$ cat src/sv/lxt_ram.sv
// generic single write port ram with registered read
module lxt_ram #(
  parameter int unsigned WIDTH = 8,
  parameter int unsigned DEPTH = 256
) (
  input  logic                     clk,
  input  logic                     we,
  input  logic [$clog2(DEPTH)-1:0] waddr,
  input  logic [WIDTH-1:0]         wdata,
  input  logic [$clog2(DEPTH)-1:0] raddr,
  output logic [WIDTH-1:0]         rdata
);

  logic [WIDTH-1:0] mem [DEPTH];

  always_ff @(posedge clk) begin
    if (we) begin
      mem[waddr] <= wdata;
    end
    rdata <= mem[raddr];
  end

endmodule

$ cat config.mk
export PLATFORM = sky130hd
export DESIGN_NAME = lxt_ram
export DESIGN_NICKNAME = d
export VERILOG_FILES = /design/src/sv/lxt_ram.sv
export SDC_FILE = /design/constraint.sdc
export NUM_CORES = 2
export LEC_CHECK = 0
export BUFFER_PORTS_ARGS = -buffer_cell sky130_fd_sc_hd__buf_2
export CAP_MARGIN = 5
export CORE_MARGIN = 5
export CORE_UTILIZATION = 50
export DETAILED_ROUTE_END_ITERATION = 8
export PLACE_DENSITY_LB_ADDON = 0.15
export SETUP_SLACK_MARGIN = 0.4
export SLEW_MARGIN = 20
export SYNTH_ARGS = -nofsm -noshare
export SYNTH_HDL_FRONTEND = slang
export SYNTH_SLANG_ARGS = --single-unit
$ cat constraint.sdc
create_clock -name clk -period 3.1 [get_ports clk]
set_clock_uncertainty 0.1 [all_clocks]
set_input_delay 0.31 -clock clk [delete_from_list [all_inputs] [get_ports clk]]
set_output_delay 0.31 -clock clk [all_outputs]
set_load 0.01 [all_outputs]
* After elaboration in Yosys (flattened, before gate mapping)
Memory sizes are Yosys's and may differ from the RTL's. A register that Yosys moved wholly into a read port is not among the register bits. Cells that the tools add are included.
Word-level totals: flip-flop bits (word level) 0, latch bits 0, RAM bits 2048, memory bits (read-only) 0, bits of input ports 26, output and inout bits 8, word-level logic and storage cells 3, memories kept 1
Cells by class: add/sub/neg operators 0, multiply operators 0, div/mod/pow operators 0, $lt $le $gt $ge 0, equal/unequal tests 0, shift operators 0, muxes and demuxes 2, bitwise logic cells 0, reduce and logical (&&, ||, !) cells 0
Memory list:
- mem | depth 256, bits a word 8, rd ports 1, clocked after memory_dff 1, wr ports 1, RTL line 14 | logic [WIDTH-1:0] mem [DEPTH];
Operators by type and width (number):
- $mux W1 | 2

* Longest topological paths before layout
depth after elaboration 2, gate-level depth with buffers 11, depth with buffers taken out 6

* Least setup slack after synthesis
Ideal clock, no wire load.
kind in2reg, start input raddr[0], end register rdata[2], read port of mem, setup time 0.131 ns, arrival time 2.117 ns, data required time 2.869 ns, slack 0.752 ns, stages on the path 9, buffers on the path 4, path through buf_6 > buf_12 > buf_8 > buf_2 > mux4_2 > a22oi_1 > a21oi_1 > nor4_1 > nor4_2
RTL lines:
- from (decl) | RTL line 10 | input logic [$clog2(DEPTH)-1:0] raddr,
- to (decl) | RTL line 11 | output logic [WIDTH-1:0] rdata

==> flow_summary.toml <==
[run_status]
run_status = "finished clean"

[die]
std_cell_rows = 146
pin_count = 34
initial_utilization = 0.502
core_um2 = 158000
die_x_um = 409
fp.dieH_um = 409
fp.dieArea_um2 = 167000

[critical_path]
worst-path-max-fanout = 1
cp.arrival_ps = 3230
worst_path_max_delay_cell = "mux4_1"
critical_path_required_ps = 3670
cp_top_family = "multiplexers"
start_kind = "register"
end_kind = "register"
crit_chain = "mux4_1 -> mux4_2 -> nor2_1 -> a2111oi_1 -> nor3_2 -> buf_4 -> nor4_1"
critPathKind = "register to register"
path_buf_inv = 1
max_stage_delay_ps = 560

[finish]
fillers = 11300
syn2layout_area_growth_pct = 16.6
fin_nets = 4366
multi_input_area_um2 = 16600
drive_gt1_frac = 0.310
design_area_um2 = 92800
regArea_um2 = 61700

[detailed_routing]
vias = 40400
ant_nets = 0
drcViolationCount = 0
drt-initial-drc-count = 4746
wire_per_inst_um = 30.7
first_pass_iters = 5
totalWireLength_mm = 202
viasPerCell = 6.13

[synthesis]
synth-seq-cells = 2056
yosysWarnings = 0
avgSynthCellArea_um2 = 21.3
synthCells = 3733
yosysTopAreaCell = "edfxtp_1"
syn_area_um2 = 79600
synth.net_count = 3759
synth.area.top_cells = "edfxtp_1 (77%), mux4_2 (13%), mux2i_1 (1.7%)"
synth_top_cell_area_share = 0.773
yosysSeqAreaShare = 0.775
synthDistinctLibCells = 55

[clock_tree]
cts_root_buf = "clkbuf_16"
cts_max_path_buffers = 3
clkLatencyLatePin_ps = 840
htreeDepth = 4
post_cts_buffers = 0
cts_tree = "yes"
cts_sinks = 2056
cts-buffers-inserted = 201
clkTransAtPathRegs_ps = 60

[power_and_ir_drop]
p_int_mw = 45.1
powerDensity_nw_per_um2 = 618
swShare = 0.213
comb_power_share = 0.054
leakage_nw = 29.9
pwr-share-clk = 0.410
switchingPower_mw = 12.2
pwr-share-seq = 0.536
irDropWorstVdd_v = 0.000596

[global_routing]
gr-usage-all-layers = 0.243
grt_pass1_wl_mm = 293
grt_max_degree = 101
antenna_found_initial = 15
grt_pass1_vias = 40400
grt_overflow_total = 0

[sta]
period_needed_ps = 2660
finalHoldViolCount = 0
final.setup.tns_ps = 0
period_share = 0.857
fmax_mhz = 376
rsz0062_at_grt = "no"
tightest_slew_ps = 1030
setup_viol = 0
maxSlewViolCount = 0
slew_headroom = 0.308

[min_path]
hp-class = "input port to register"

[placed_design]
globalplace.congestion = 0.852
dp_hpwl_mm = 132
io_buffers = 33
post_dp_cell_area_um2 = 86300

[job]
max_cap_viol_count = 0
==> worst paths after layout <==
kind	from	endpoint	slack, ps	cells after the start
hold / removal	waddr[0]	mem[147][2]	80	3
setup reg to reg	mem[130][1]	rdata[1]	440	7
setup / recovery	mem[130][1]	rdata[1]	440	7
hold reg to reg	mem[20][2]	rdata[2]	1010	6
==> sequential cells by signal, summed over array words and instances, names as in the netlist <==
| name | flops |
|---|---|
| mem | 2048 |
| rdata | 8 |
==> per-layer routing <==
metal	up-vias	track usage	share of wire
met2	1814	0.380	0.48
met4	2	0.0582	0.023
li1	16900	-	-
met3	272	0.0410	0.085
met5	-	0	0.000064
met1	21400	0.364	0.41
==> per-stage QoR <==
stage	setup WS, ps	hold WS [ps]	power, mW	util	cells
2_1_floorplan	752	309	32.8	-	3733
3_3_place_gp	-537	692	34.4	0.545	6199
3_5_place_dp	-539	703	34.4	0.545	6199
4_1_cts	431	27.6	57.8	0.586	6579
5_1_grt	408	78.6	59.1	0.586	6580
6_report	443	82.1	57.3	0.586	6588
==> power by group through the flow <==
stage	clock network, mW	logic [mW]	registers (mW)
3_3_place_gp	0	3.07	31.3
3_5_place_dp	0	3.10	31.3
6_report	23.5	3.10	30.7
5_1_grt	25.2	3.27	30.7
4_1_cts	23.9	3.12	30.7
2_1_floorplan	0	1.49	31.3
==> worst reg2reg max path: stages (launching register included) <==
cell and delay [ps]:
edfxtp_1 370, mux4_1 560, mux4_2 540, nor2_1 130, a2111oi_1 100, nor3_2 440
buf_4 220, nor4_1 50
==> cells in the mapped netlist (all sizes together) <==
library cell	n
nor2b	31
o22a	5
inv	1
a22oi	133
and2	6
and3	1
buf	122
edfxtp	2048
a22o	8
a31oi	2
a2111oi	5
mux4	456
o211ai	10
o21ai	12
a211oi	16
nand4	10
nor4b	1
o22ai	28
dfxtp	8
or2b	1
o32ai	5
clkbuf	111
o311ai	1
a21oi	96
or2	4
clkinv	1
nor2	282
mux2i	134
and3b	2
a21boi	1
or3b	1
mux2	1
nor3b	1
a311oi	2
nand3b	2
a221oi	14
nand3	34
nand2b	8
o221ai	47
nor3	22
nand2	33
nor4	27
==> layout make-up <==
type / instances / area share
Clock buffer: 244 / 0.0568
Timing Repair Buffer: 637 / 0.0605
Sequential cell: 2056 / 0.664
Inverter: 2 / 0.0000809
Antenna cell: 9 / 0.000243
Tap cell: 2072 / 0.0279
Multi-Input combinational cell: 1442 / 0.178
Clock inverter: 126 / 0.0115
==> placed cells by master (no fill, tap or decap), types with 10 or more instances in the layout <==
master | netlist | layout
nor2b_1 | 31 | 28
nand3_1 | 34 | 31
o22ai_1 | 28 | 28
nor3_1 | 22 | 18
nor2_1 | 282 | 279
nand4_1 | 10 | 10
a211oi_1 | 16 | 16
o211ai_1 | 10 | 10
o221ai_1 | 46 | 46
clkinv_2 | 0 | 42
o21ai_0 | 10 | 10
buf_2 | 31 | 21
buf_8 | 13 | 10
buf_4 | 27 | 533
mux4_2 | 454 | 454
a22oi_1 | 133 | 132
dlygate4sd3_1 | 0 | 10
nor4_1 | 24 | 21
a21oi_1 | 96 | 96
clkinv_1 | 1 | 51
nand2_1 | 33 | 33
bufinv_16 | 0 | 14
clkbuf_1 | 111 | 37
edfxtp_1 | 2048 | 2048
a221oi_1 | 13 | 13
clkbuf_16 | 0 | 203
buf_12 | 8 | 63
mux2i_1 | 134 | 134
==> kinds of logic (layout without fill, tap and decap cells) <==
kind of cell,after synthesis,after routing,synth area share
flip-flops,2056,2056,0.775
multiplexers,591,591,0.146
AND/OR/NAND/NOR,466,466,0.0263
AO/OA/AOI/OAI,385,385,0.0342
buffers and inverters,235,1009,0.0183
other,0,9,0
==> repair_timing <==
action	CTS	global route
endpoints found under the hold margin	635	0
resized for setup	5	4
hold buffers	10	0
endpoints found under the setup margin	4	4
No activity file was read; power rests on OpenSTA's default activity.
